[config.mk]
export PLATFORM = sky130hd
export DESIGN_NAME = arp_cache_learn_lookup_core
export DESIGN_NICKNAME = d
export VERILOG_FILES = /design/src/rtl/arpc_pkg.sv /design/src/rtl/arpc_ram.sv /design/src/rtl/arp_cache_learn_lookup_core.sv
export SDC_FILE = /design/constraint.sdc
export NUM_CORES = 1
export LEC_CHECK = 0
export ABC_CLOCK_PERIOD_IN_PS = 20600
export BUFFER_PORTS_ARGS = -buffer_cell sky130_fd_sc_hd__buf_4
export CAP_MARGIN = 20
export CELL_PAD_IN_SITES_DETAIL_PLACEMENT = 1
export CELL_PAD_IN_SITES_GLOBAL_PLACEMENT = 1
export CORE_MARGIN = 2
export CORE_UTILIZATION = 40
export CTS_CLUSTER_DIAMETER = 30
export CTS_CLUSTER_SIZE = 28
export DETAILED_ROUTE_END_ITERATION = 8
export PLACE_DENSITY_LB_ADDON = 0.1
export SLEW_MARGIN = 20
export SYNTH_ARGS = -nofsm -noshare
export SYNTH_HDL_FRONTEND = slang
export SYNTH_SLANG_ARGS = --single-unit
[constraint.sdc]
create_clock -name clk -period 20.6 [get_ports clk]
set_input_delay 6.18 -clock clk [delete_from_list [all_inputs] [get_ports clk]]
set_output_delay 6.18 -clock clk [all_outputs]
set_load 0.1 [all_outputs]
[src/rtl/arpc_pkg.sv]
package arpc_pkg;

  localparam logic [31:0] AGE_START = 32'hffff_ffff;

  // Widths of the stream payloads
  localparam int IN_DATA_W  = 80;  // ip_addr, mac_addr
  localparam int OUT_DATA_W = 56;  // found_mac, slot_index, pad
  localparam int IDX_OUT_W  = 3;

  // Program step addresses
  typedef enum logic [1:0] {
    ST_WAIT,
    ST_SCAN,
    ST_DRAIN,
    ST_COMMIT
  } step_t;

  // Hold conditions: the step repeats while its condition is true
  typedef enum logic [1:0] {
    C_GO,
    C_IN,
    C_SCAN,
    C_OUT
  } cond_t;

  typedef struct packed {
    logic  accept;
    logic  rd;
    logic  commit;
    cond_t cond;
    step_t nxt;
  } cw_t;

  function automatic cw_t ucode(input step_t pc);
    cw_t cw;
    cw = '{accept: 1'b0, rd: 1'b0, commit: 1'b0, cond: C_GO, nxt: ST_WAIT};
    case (pc)
      ST_WAIT:   cw = '{accept: 1'b1, rd: 1'b0, commit: 1'b0, cond: C_IN,   nxt: ST_SCAN};
      ST_SCAN:   cw = '{accept: 1'b0, rd: 1'b1, commit: 1'b0, cond: C_SCAN, nxt: ST_DRAIN};
      ST_DRAIN:  cw = '{accept: 1'b0, rd: 1'b0, commit: 1'b0, cond: C_GO,   nxt: ST_COMMIT};
      ST_COMMIT: cw = '{accept: 1'b0, rd: 1'b0, commit: 1'b1, cond: C_OUT,  nxt: ST_WAIT};
      default:   cw = '{accept: 1'b0, rd: 1'b0, commit: 1'b0, cond: C_GO,   nxt: ST_WAIT};
    endcase
    return cw;
  endfunction

endpackage

[src/rtl/arpc_ram.sv]
module arpc_ram #(
  parameter int WIDTH = 32,
  parameter int DEPTH = 8,
  parameter int AW    = 3
) (
  input  logic             clk,
  input  logic             we,
  input  logic [AW-1:0]    waddr,
  input  logic [WIDTH-1:0] wdata,
  input  logic             re,
  input  logic [AW-1:0]    raddr,
  output logic [WIDTH-1:0] rdata
);

  logic [WIDTH-1:0] mem [DEPTH];

  always_ff @(posedge clk) begin
    if (we) begin
      mem[waddr] <= wdata;
    end
    if (re) begin
      rdata <= mem[raddr];
    end
  end

endmodule

[src/rtl/arp_cache_learn_lookup_core.sv]
// Each item: accept, then one RAM read per slot, one drain step, and the commit of the result.
// Items go through one at a time, the slot scan running through the single read port.
// A new item is taken while the previous result still waits on the output register.
// Reset (synchronous, rst_n low): per-slot valid bits cleared at once, so every slot reads
// as IP 0, MAC 0, age 0; age counter set to one; no clearing pass.
module arp_cache_learn_lookup_core #(
  parameter int SLOTS = 8
) (
  input  logic                            clk,
  input  logic                            rst_n,
  input  logic                            in_tvalid,
  output logic                            in_tready,
  input  logic [arpc_pkg::IN_DATA_W-1:0]  in_tdata,   // [31:0] ip_addr, [79:32] mac_addr
  input  logic                            in_tuser,   // [0] action
  output logic                            out_tvalid,
  input  logic                            out_tready,
  output logic [arpc_pkg::OUT_DATA_W-1:0] out_tdata,  // [47:0] found_mac, [50:48] slot_index
  output logic                            out_tuser   // [0] hit
);

  import arpc_pkg::*;

  localparam int          IW   = (SLOTS > 1) ? $clog2(SLOTS) : 1;
  localparam logic [IW-1:0] LAST = IW'(SLOTS - 1);

  step_t pc_r, pc_nxt;
  cw_t   cw;
  logic  hold;

  logic          act_r;
  logic [31:0]   ip_r;
  logic [47:0]   mac_r;
  logic [IW-1:0] idx_r;
  logic [31:0]   age_cnt_r;
  logic          vld_r [SLOTS];

  logic          ev_r;
  logic          ev_vld_r;
  logic [IW-1:0] ev_idx_r;

  logic          m_found_r;
  logic [IW-1:0] m_idx_r;
  logic [47:0]   m_mac_r;
  logic [31:0]   best_age_r;
  logic [IW-1:0] best_idx_r;

  logic          out_valid_r;
  logic          out_hit_r;
  logic [47:0]   out_mac_r;
  logic [2:0]    out_idx_r;

  logic [31:0]   q_ip, q_age, e_ip, e_age;
  logic [47:0]   q_mac, e_mac;
  logic          fire_in, fire_commit, we;
  logic [IW-1:0] tgt;
  logic [47:0]   w_mac;
  logic [IW+IDX_OUT_W-1:0] tgt_ext, hit_ext;

  assign cw = ucode(pc_r);

  always_comb begin
    case (cw.cond)
      C_IN:    hold = !in_tvalid;
      C_SCAN:  hold = (idx_r != LAST);
      C_OUT:   hold = out_valid_r && !out_tready;
      default: hold = 1'b0;
    endcase
    pc_nxt = hold ? pc_r : cw.nxt;
  end

  assign in_tready   = cw.accept;
  assign fire_in     = cw.accept && in_tvalid;
  assign fire_commit = cw.commit && !hold;

  // Unwritten slots read as cleared
  assign e_ip  = ev_vld_r ? q_ip  : 32'd0;
  assign e_mac = ev_vld_r ? q_mac : 48'd0;
  assign e_age = ev_vld_r ? q_age : 32'd0;

  // Lookup hit rewrites the slot with its own IP and MAC, so all three stores stay in step
  assign we      = fire_commit && (!act_r || m_found_r);
  assign tgt     = m_found_r ? m_idx_r : best_idx_r;
  assign w_mac   = act_r ? m_mac_r : mac_r;
  assign tgt_ext = {{IDX_OUT_W{1'b0}}, tgt};
  assign hit_ext = {{IDX_OUT_W{1'b0}}, m_idx_r};

  arpc_ram #(.WIDTH(32), .DEPTH(SLOTS), .AW(IW)) u_ip_ram (
    .clk(clk), .we(we), .waddr(tgt), .wdata(ip_r),
    .re(cw.rd), .raddr(idx_r), .rdata(q_ip)
  );

  arpc_ram #(.WIDTH(48), .DEPTH(SLOTS), .AW(IW)) u_mac_ram (
    .clk(clk), .we(we), .waddr(tgt), .wdata(w_mac),
    .re(cw.rd), .raddr(idx_r), .rdata(q_mac)
  );

  arpc_ram #(.WIDTH(32), .DEPTH(SLOTS), .AW(IW)) u_age_ram (
    .clk(clk), .we(we), .waddr(tgt), .wdata(age_cnt_r),
    .re(cw.rd), .raddr(idx_r), .rdata(q_age)
  );

  always_ff @(posedge clk) begin
    if (!rst_n) begin
      pc_r        <= ST_WAIT;
      ev_r        <= 1'b0;
      out_valid_r <= 1'b0;
      age_cnt_r   <= 32'd1;
      for (int k = 0; k < SLOTS; k++) begin
        vld_r[k] <= 1'b0;
      end
    end else begin
      pc_r <= pc_nxt;
      ev_r <= cw.rd;
      if (out_valid_r && out_tready) begin
        out_valid_r <= 1'b0;
      end
      if (fire_commit) begin
        out_valid_r <= 1'b1;
      end
      if (we) begin
        vld_r[tgt] <= 1'b1;
        age_cnt_r  <= age_cnt_r + 32'd1;
      end
    end
  end

  always_ff @(posedge clk) begin
    if (fire_in) begin
      act_r      <= in_tuser;
      ip_r       <= in_tdata[31:0];
      mac_r      <= in_tdata[79:32];
      idx_r      <= '0;
      m_found_r  <= 1'b0;
      best_age_r <= AGE_START;
      best_idx_r <= '0;
    end else begin
      if (cw.rd) begin
        idx_r <= idx_r + 1'b1;
      end
      // scan evaluation, one slot behind the read address
      if (ev_r) begin
        if (!m_found_r && e_ip == ip_r) begin
          m_found_r <= 1'b1;
          m_idx_r   <= ev_idx_r;
          m_mac_r   <= e_mac;
        end
        if (e_age < best_age_r) begin
          best_age_r <= e_age;
          best_idx_r <= ev_idx_r;
        end
      end
    end
    ev_idx_r <= idx_r;
    ev_vld_r <= vld_r[idx_r];
    if (fire_commit) begin
      out_hit_r <= m_found_r;
      out_mac_r <= (act_r && m_found_r) ? m_mac_r : 48'd0;
      if (!act_r) begin
        out_idx_r <= tgt_ext[IDX_OUT_W-1:0];
      end else if (m_found_r) begin
        out_idx_r <= hit_ext[IDX_OUT_W-1:0];
      end else begin
        out_idx_r <= '0;
      end
    end
  end

  assign out_tvalid = out_valid_r;
  assign out_tuser  = out_hit_r;
  assign out_tdata  = {{(OUT_DATA_W - 48 - IDX_OUT_W){1'b0}}, out_idx_r, out_mac_r};

endmodule

==> summary.txt, run 1 <==
Placement
  • Port bufs: 138
  • Worst Setup Slack post-DPL: around 9.9 ns
  • GPL Wtd Cong: 0.7021
  • HPWL after detailed placement: roughly 63 mm

Timing
  • Least-Margin Pin Slew: 1.127 ns
  • Final Hold Fails: 0
  • FMAX: 101.8 MHz
  • Setup Viol. Count Final: 0
  • Period utilization: 0.4769
  • Total negative slack: 0 ns
  • Post-route setup slack: 10.78 ns
  • Tmin final: 9.824 ns
  • Relative slew slack: 0.2486
  • Unrepaired setup endpoints after global routing: false
  • Slew Limit Fails: 0
  • Min Hold Slack: 0.4391 ns
  • Worst Skew: 0.04959 ns

Worst setup path
  • Crit path buffers/inverters: 3
  • R2R Setup Slk: about 15 ns
  • Worst-path fanout max: 53
  • Critical Path RT: 21.07 ns
  • Crit path capture: u_ip_ram.mem[0][18]$_DFFE_PP_
  • CP dominant cell by count: buf_4
  • Slowest CP cell: buf_4
  • Startpoint Class: input port
  • Worst r2r dst: u_ip_ram.mem[0][18]$_DFFE_PP_
  • Crit path largest cell delay: between 0.9 and 1 ns
  • Critical Path Sink Type: flip-flop
  • WP depth: 8
  • Crit Path Class: in2reg
  • Top delay family on crit path: simple AND/OR/NAND/NOR gates
  • Reg-to-reg startpoint: idx_r[0]$_SDFFE_PP0P_
  • Worst reg-to-reg path cell count: 9
  • Worst path cell trace: buf_4, nand3b_1, a31o_2, and3_1, nand3_1, nor2_4, buf_4, buf_4
  • Arrival @ worst endpoint: 10.29 ns
  • CP startpoint: out_tready

Floorplan
  • Row cnt: between 100 and 150
  • Die width: 354.9 µm
  • I/O pin cnt: 144
  • Core ar.: between 100,000 and 150,000 µm²
  • Initial core utilization: 0.4035
  • Die area: 125,900 µm²
  • Die H: 354.9 µm

Final layout
  • Most common cell after layout, fill and taps aside: edfxtp_1
  • Share of layout cells above drive strength 1: 0.3612
  • Nets@finish: 2,904
  • Most frequent cells in the layout: edfxtp_1, clkbuf_16, mux4_2
  • Final core occ: 0.5092
  • Synth-to-layout area growth: 26.20%

Synthesis
  • Post-Synth Simple-Gate Area: 0.04244
  • Post-synthesis mux area share: 0.1418
  • Synth Area in XOR/XNOR: 0.005514
  • Post-synth ARST share: 0
  • Main synth FF type: edfxtp_1
  • Adder-cell share of the synthesized area: 0.01016
  • Post-synth EDFFs: between 1k and 1.5k
  • Post-synthesis compound-gate area fraction: 0.02267
  • Largest family of logic cells by synthesized area: multiplexers
  • Synthesized instance count: 2,405
  • Yosys warns: 0
  • Cell area after synthesis: 49,240 µm²
  • Post-synth cell types: 65
  • Register area share after synthesis: 0.7623
  • Avg Inst Size Synth: between 20 and 25 µm²
  • Register bit count reported by yosys: between 1k and 1.5k

Clock tree
  • Post-CTS Hold Buffers: 0
  • H-tree depth: 5
  • Post-CTS setup buffer count: 0
  • Clock sink count: 1,279
  • Clock tree from TritonCTS: built
  • Clk_lat worst skew: 0.87 ns
  • Root buffer selected by CTS: clkbuf_16
  • Num CTS Buffers: 310
  • # resized after CTS: 0
  • Clk pin slew, worst setup/hold paths: about 0.050 ns
  • Bufs on Longest Clock Path: 4

Routing
  • 1st-iter DRT viols: 1,722
  • Routed Antenna Nets: 0
  • Total Wirelength: 117.6 mm
  • Per-cell routed wire length: ~25 µm
  • DRT Pass-1 Iters: 5
  • Vias per std cell: 5.272
  • # DRC: 0
  • Via count: 24.42k

Global route
  • First-pass GRT wire length: roughly 180 mm
  • Vias in the first global route: approximately 27k
  • GRT Total Usage: 0.1902
  • Initial antenna violation count: 3
  • Pin count of the biggest net entering global routing: 91
  • GRT overflow: 0

Power and ir drop
  • Comb power frac: 0.112
  • Internal power: about 0.0067 W
  • Total power: 0.008782 W
  • Clock network power share: 0.521
  • Net Sw Frac: 0.2367
  • Leakage Power: 21.04 nW
  • Worst vdd ir: 0.08809 mV
  • Seq pwr share: 0.367
  • Power per Cell Area: between 100 and 150 nW/µm²
  • Psw: between 0.002 and 0.0025 W

Worst hold path
  • Min-Delay Path Class: reg2reg

Run status
  • Status: completed

Run
  • Max Cap Viol: 0
==> per-stage QoR <==
step	instances	cell area, µm²
floorplan	2409	49250
global placement	4092	52220
detailed placement	4092	52220
CTS	4632	62130
global route	4632	62140
finish	4633	62140
==> cell usage after synthesis (7+ instances only) <==
library cell / number / area (µm²)
a21boi_0: 7 / 52.55
nor2_1: 31 / 116.4
mux2i_1: 8 / 80.08
or3_1: 9 / 56.30
dfxtp_1: 87 / 1742
edfxtp_1: 1192 / 35790
nand2_1: 35 / 131.4
buf_1: 11 / 41.29
ha_1: 40 / 500.5
nand3_1: 22 / 110.1
inv_1: 53 / 198.9
o21ai_0: 23 / 115.1
nor2b_1: 10 / 62.56
buf_2: 30 / 150.1
mux4_2: 226 / 5090
and3_1: 53 / 331.6
a21oi_1: 14 / 70.07
nand2b_1: 10 / 62.56
a22oi_1: 7 / 52.55
nand4_1: 46 / 287.8
o21a_1: 11 / 82.58
and4_1: 8 / 70.07
mux2_2: 161 / 1813
and2_1: 101 / 631.9
o211ai_2: 30 / 375.4
xnor2_1: 25 / 219.0
clkbuf_1: 72 / 270.3
==> cell families after synthesis <==
logic type	Yosys count
DFF	1279
muxes	395
and+or+nand+nor	349
buffers and inverters	175
AOI/OAI and AO/OA	135
adders and majority gates	40
xor gates and xnor gates	31
other	1
==> layout make-up <==
| cell class | instances | area [µm²] |
|---|---|---|
| Inverter | 53 | 201.4 |
| Clock buffer | 370 | 8232 |
| Clock inverter | 170 | 1672 |
| Tap cell | 1625 | 2033 |
| Antenna cell | 1 | 2.502 |
| Timing Repair Buffer | 180 | 1371 |
| Fill cell | 10923 | 59900 |
| Sequential cell | 1279 | 37550 |
| Multi-Input combinational cell | 955 | 11080 |
==> routing by layer <==
layer  vias to the layer above  global-route usage  wire length (µm)
met5                         -                   0                 0
met4                         0             0.06458              2582
met3                       205             0.03718              4945
met2                       582              0.3092             57770
met1                     13002              0.2576             52350
li1                      10635                   -                 -
==> registers in the layout, summed over array words and instances, names as in the netlist, 8 cells and up <==
register,cells
age_cnt_r,32
best_age_r,32
ip_r,32
m_mac_r,48
mac_r,48
out_mac_r,48
u_age_ram.mem,256
u_age_ram.rdata,32
u_ip_ram.mem,256
u_ip_ram.rdata,32
u_mac_ram.mem,384
u_mac_ram.rdata,48
vld_r,8
==> power groups by stage <==
stage               Sequential (W)  Combinational (W)  Clock [W]
detailed placement         0.00327            0.00101          0
global placement           0.00326           0.000984          0
finish                     0.00322           0.000987    0.00457
floorplan                  0.00322           0.000739          0
global route               0.00324            0.00107    0.00479
CTS                        0.00323            0.00102    0.00466
==> how the worst min path moves through the flow <==
| stage | startpoint | to | slack (ns) | cells after the start |
|---|---|---|---|---|
| detailed placement | ev_idx_r[0]$_DFF_P_ | m_idx_r[0]$_DFFE_PP_ | 0.42 | 0 |
| global route | ev_idx_r[0]$_DFF_P_ | m_idx_r[0]$_DFFE_PP_ | 0.46 | 0 |
| global placement | ev_idx_r[1]$_DFF_P_ | m_idx_r[1]$_DFFE_PP_ | 0.42 | 0 |
| CTS | ev_idx_r[0]$_DFF_P_ | m_idx_r[0]$_DFFE_PP_ | 0.44 | 0 |
| floorplan | idx_r[2]$_SDFFE_PP0P_ | ev_idx_r[2]$_DFF_P_ | 0.35 | 0 |
| finish | ev_idx_r[0]$_DFF_P_ | m_idx_r[0]$_DFFE_PP_ | 0.44 | 0 |
Note: power is estimated with default switching activity, not from simulation.
==> run 2, diff against run 1 <==
Settings changed: ABC_CLOCK_PERIOD_IN_PS 20600 to 10100.
Clock period 20.6 ns to 10.1 ns, I/O delays scaled along.
==> run 2 against run 1 <==
  * Die area unchanged
  * Largest cell class unchanged
  * Critical path depth unchanged
  * Highest routed layer unchanged
  * Flip-flop and latch count stayed put
  * Via count grew 0.19%
==> summary.txt, run 2 (synthesized netlist as in run 1, its figures left out) <==
Clock tree
  • # resized after CTS: 0
  • Clk_lat worst skew: slightly below 0.9 ns
  • Root buffer selected by CTS: clkbuf_16
  • Post-CTS setup buffer count: 0
  • H-tree depth: 5
  • Clock sink count: 1,279
  • Clk pin slew, worst setup/hold paths: around 0.05 ns
  • Post-CTS Hold Buffers: 0
  • Num CTS Buffers: 312
  • Clock tree from TritonCTS: built
  • Bufs on Longest Clock Path: 4

Timing
  • Setup Viol. Count Final: 0
  • Total negative slack: 0 ns
  • FMAX: 177.9 MHz
  • Period utilization: 0.5565
  • Tmin final: between 5 and 6 ns
  • Relative slew slack: 0.2830
  • Min Hold Slack: 0.4424 ns
  • Slew Limit Fails: 0
  • Unrepaired setup endpoints after global routing: false
  • Least-Margin Pin Slew: 1.076 ns
  • Final Hold Fails: 0
  • Worst Skew: 0.04952 ns

Floorplan
  • I/O pin cnt: 144
  • Core ar.: roughly 120,000 µm²
  • Die width: between 300 and 400 µm
  • Row cnt: 128
  • Die H: 354.9 µm
  • Die area: 125,900 µm²
  • Initial core utilization: 0.4035

Global route
  • Pin count of the biggest net entering global routing: 137
  • Initial antenna violation count: 1
  • First-pass GRT wire length: 178.2 mm
  • GRT Total Usage: 0.1913
  • Vias in the first global route: 27.75k
  • GRT overflow: 0

Routing
  • Routed Antenna Nets: 0
  • Total Wirelength: 118.1 mm
  • Via count: 24.47k
  • Vias per std cell: 5.279
  • 1st-iter DRT viols: 1,486
  • Per-cell routed wire length: 25.47 µm
  • DRT Pass-1 Iters: 5
  • # DRC: 0

Placement
  • Port bufs: 138
  • GPL Wtd Cong: 0.7201
  • Post-DP Area: 52,250 µm²
  • HPWL after detailed placement: 63.24 mm

Worst setup path
  • Worst path cell trace: buf_4, nand3b_1, a31o_2, and3_1, nand2_1, nor2_4, buf_4, buf_4
  • Critical Path RT: between 10 and 15 ns
  • Top delay family on crit path: buffers and inverters
  • Critical Path Sink Type: flip-flop
  • Worst-path fanout max: 44
  • Crit path buffers/inverters: 3
  • CP dominant cell by count: buf_4
  • Slowest CP cell: buf_4
  • Crit path largest cell delay: 0.79 ns
  • Arrival @ worst endpoint: roughly 6 ns
  • Crit Path Class: in2reg
  • Startpoint Class: input port

Final layout
  • Most common cell after layout, fill and taps aside: edfxtp_1
  • Most frequent cells in the layout: edfxtp_1, clkbuf_16, mux4_2
  • Largest regs: u_mac_ram.mem (384), u_age_ram.mem (256), u_ip_ram.mem (256)
  • Final core occ: 0.5087
  • Synth-to-layout area growth: 26.09%
  • Max reg flops: 384
  • Final Instance Area: 62,090 µm²
  • Nets@finish: 2,906
  • Top reg by flops: u_mac_ram.mem
  • Fillers: around 11k
  • Flip-flop and latch area: 37,550 µm²
  • Share of layout cells above drive strength 1: 0.3597
  • Footprint of the multi-input gates: 11,080 µm²

Power and ir drop
  • Psw: 0.004247 W
  • Comb power frac: 0.113
  • Clock network power share: 0.518
  • Seq pwr share: 0.369
  • Total power: between 0.015 and 0.02 W
  • Internal power: 0.01362 W
  • Net Sw Frac: 0.2377
  • Power per Cell Area: between 200 and 300 nW/µm²
  • Leakage Power: 21.02 nW
  • Worst vdd ir: 0.1950 mV

Run
  • Max Cap Viol: 0

Worst hold path
  • Min-Delay Path Class: reg2reg

Run status
  • Status: completed
-- run 2: final cells by class --
class,instances,area share
Sequential cell,1279,0.6048
Multi-Input combinational cell,955,0.1784
Clock buffer,372,0.1320
Tap cell,1625,0.03275
Clock inverter,169,0.02624
Timing Repair Buffer,180,0.02237
Inverter,53,0.003245
Antenna cell,2,0.00008061
-- run 2: per-stage QoR --
stage	std cells	setup WS, ns
5_1_grt	4633	4.345
4_1_cts	4633	4.469
2_1_floorplan	2409	0.8659
3_3_place_gp	4092	3.590
6_report	4635	4.479
3_5_place_dp	4092	3.577
-- run 2: final timing paths --
path                            slack (ns)                   from                       endpoint  cells past startpoint
worst max-delay path                  4.48             out_tready  u_age_ram.mem[1][1]$_DFFE_PP_                      8
worst min-delay path                  0.44    ev_idx_r[0]$_DFF_P_           m_idx_r[0]$_DFFE_PP_                      0
worst max register to register        5.50  idx_r[2]$_SDFFE_PP0P_  u_age_ram.mem[1][1]$_DFFE_PP_                      8
worst min register to register        0.44    ev_idx_r[0]$_DFF_P_           m_idx_r[0]$_DFFE_PP_                      0
-- run 2: power groups by stage --
stage,Sequential (W),Combinational (W),Clock (W)
finish,0.00659,0.00202,0.00926
global route,0.00663,0.00220,0.00971
CTS,0.00660,0.00208,0.00944
detailed placement,0.00669,0.00206,0
global placement,0.00667,0.00202,0
floorplan,0.00656,0.00151,0
-- run 2: metal layers --
metal | vias to the layer above | GRT usage | part of all wire
li1 | 10630 | - | -
met1 | 13006 | 0.2566 | 0.44
met2 | 601 | 0.3119 | 0.49
met3 | 233 | 0.03728 | 0.041
met4 | 0 | 0.06898 | 0.024
met5 | - | 0 | 0
-- run 2: worst register-to-register path, cell delays in order, from the launching register on --
cell,delay (ns)
dfxtp_4,0.94
ha_1,0.37
nand2b_1,0.22
a31o_2,0.27
and3_1,0.34
nand2_1,0.30
nor2_4,0.18
buf_4,0.75
buf_4,0.82
==> run 3, diff against run 2 <==
Settings changed: ABC_CLOCK_PERIOD_IN_PS 10100 to 5700.
Clock period 10.1 ns to 5.7 ns, I/O delays scaled along.
==> run 3 against run 2 <==
  * Sequential share of layout area fell by 0.53 points
  * Clock skew rose by 0.0062 ns
  * Final area rose by 0.89%
  * Flip-flop and latch count did not move
  * Highest routed layer is now met5
==> summary.txt, run 3 (synthesized netlist as in run 1, its figures left out) <==
Run status
  • Status: completed

Worst hold path
  • Worst hold path depth: 0
  • Min-Delay Path Class: reg2reg
  • Hold Crit Start: ev_idx_r[0]$_DFF_P_

Placement
  • Port bufs: between 100 and 150
  • HPWL after detailed placement: 58.13 mm
  • GPL Wtd Cong: 0.7184

Worst setup path
  • Worst reg-to-reg path cell count: 8
  • R2R Setup Slk: around 1.9 ns
  • Worst r2r dst: u_mac_ram.mem[0][23]$_DFFE_PP_
  • Crit Path Class: reg2reg
  • Worst-path fanout max: 113
  • CP startpoint: idx_r[0]$_SDFFE_PP0P_
  • Critical Path RT: 6.15 ns
  • Critical Path Sink Type: flip-flop
  • Startpoint Class: flip-flop
  • Reg-to-reg startpoint: idx_r[0]$_SDFFE_PP0P_
  • Arrival @ worst endpoint: 4.29 ns
  • Crit path capture: u_mac_ram.mem[0][23]$_DFFE_PP_

Floorplan
  • Die H: 354.9 µm
  • Die area: 125,900 µm²
  • Initial core utilization: 0.4035
  • Row cnt: 128
  • I/O pin cnt: 144
  • Die width: 354.9 µm
  • Core ar.: 122,000 µm²

Final layout
  • Most frequent cells in the layout: edfxtp_1, clkbuf_16, mux4_2
  • Flip-flop and latch area: 37,550 µm²
  • Nets@finish: 2,896
  • Largest regs: u_mac_ram.mem (384), u_age_ram.mem (256), u_ip_ram.mem (256)
  • Fillers: 10.87k
  • Top reg by flops: u_mac_ram.mem
  • Synth-to-layout area growth: 27.21%
  • Final core occ: 0.5133
  • Footprint of the multi-input gates: ~11,000 µm²
  • Most common cell after layout, fill and taps aside: edfxtp_1
  • Share of layout cells above drive strength 1: 0.3687
  • Max reg flops: 384

Clock tree
  • Post-CTS Hold Buffers: 0
  • Num CTS Buffers: around 300
  • Clk pin slew, worst setup/hold paths: 0.04 ns
  • H-tree depth: 5
  • # resized after CTS: 0
  • Post-CTS setup buffer count: 0
  • Bufs on Longest Clock Path: 4
  • Clock tree from TritonCTS: built
  • Root buffer selected by CTS: clkbuf_16
  • Clk_lat worst skew: 0.87 ns
  • Clock sink count: 1,279

Power and ir drop
  • Power per Cell Area: approximately 520 nW/µm²
  • Leakage Power: 21.23 nW
  • Total power: 0.03255 W
  • Worst vdd ir: between 0.3 and 0.4 mV

Timing
  • Least-Margin Pin Slew: roughly 1.0 ns
  • Period utilization: 0.6738
  • Slew Limit Fails: 0
  • Unrepaired setup endpoints after global routing: false
  • FMAX: approximately 260 MHz
  • Setup Viol. Count Final: 0
  • Final Hold Fails: 0
  • Worst Skew: approximately 0.056 ns
  • Relative slew slack: 0.3093
  • Tmin final: 3.841 ns

Routing
  • Total Wirelength: 117.8 mm
  • 1st-iter DRT viols: 1,845
  • Per-cell routed wire length: ~25 µm
  • DRT Pass-1 Iters: 5
  • # DRC: 0
  • Via count: 24.49k
  • Vias per std cell: roughly 5.3
  • Routed Antenna Nets: 0

Global route
  • Vias in the first global route: roughly 28k
  • Pin count of the biggest net entering global routing: approximately 140
  • GRT overflow: 0
  • First-pass GRT wire length: 177.7 mm
  • GRT Total Usage: 0.1913
  • Initial antenna violation count: 3

Run
  • Max Cap Viol: 0
[run 3: report_power, final]
| part | total [W] | internal, W | switching, W |
|---|---|---|---|
| sequential | 0.0117 | 0.0112 | 0.000432 |
| combinational | 0.00358 | 0.00160 | 0.00197 |
| clock | 0.0173 | 0.0121 | 0.00520 |
[run 3: per-layer routing]
| metal | vias to the layer above | GRT usage | wire length, µm |
|---|---|---|---|
| li1 | 10621 | - | - |
| met4 | 2 | 0.06881 | 2994 |
| met1 | 13040 | 0.2575 | 52110 |
| met3 | 255 | 0.03585 | 4804 |
| met2 | 571 | 0.3122 | 57900 |
| met5 | - | 0 | 13 |
[run 3: worst min path at each step]
| stage | endpoint | slack [ns] |
|---|---|---|
| floorplan | ev_idx_r[2]$_DFF_P_ | 0.35 |
| global placement | m_idx_r[1]$_DFFE_PP_ | 0.41 |
| detailed placement | m_idx_r[0]$_DFFE_PP_ | 0.42 |
| CTS | m_idx_r[0]$_DFFE_PP_ | 0.43 |
| global route | m_idx_r[1]$_DFFE_PP_ | 0.45 |
| finish | m_idx_r[0]$_DFFE_PP_ | 0.43 |
[run 3: worst max-delay path: stages, from the launching register on]
cell and delay [ns]:
dfxtp_4 0.82, ha_1 0.27, ha_1 0.15, nand2b_1 0.18
a31o_2 0.27, and3_1 0.33, nand3_1 0.36, nor2_4 0.23
buf_12 0.65
[run 3: final cells by class]
| type | count | area share |
|---|---|---|
| clock buffers | 356 | 0.1288 |
| inverters | 53 | 0.003216 |
| multi-input cells | 955 | 0.1768 |
| flip-flops and latches | 1279 | 0.5995 |
| repair buffers | 175 | 0.02357 |
| clock inverters | 182 | 0.03566 |
| diodes | 1 | 0.00003995 |
| well taps | 1625 | 0.03246 |
[run 3: metrics by stage]
| step | setup TNS, ns | instance area, µm² | setup WS [ns] | cells | hold slack, ns |
|---|---|---|---|---|---|
| 2_1_floorplan | -292.01 | 49280 | -0.3737 | 2409 | 0.3540 |
| 3_3_place_gp | 0 | 52340 | 1.124 | 4087 | 0.4106 |
| 3_5_place_dp | 0 | 52340 | 1.109 | 4087 | 0.4197 |
| 4_1_cts | 0 | 62640 | 1.771 | 4625 | 0.4298 |
| 5_1_grt | 0 | 62640 | 1.554 | 4625 | 0.4493 |
| 6_report | 0 | 62640 | 1.859 | 4626 | 0.4326 |
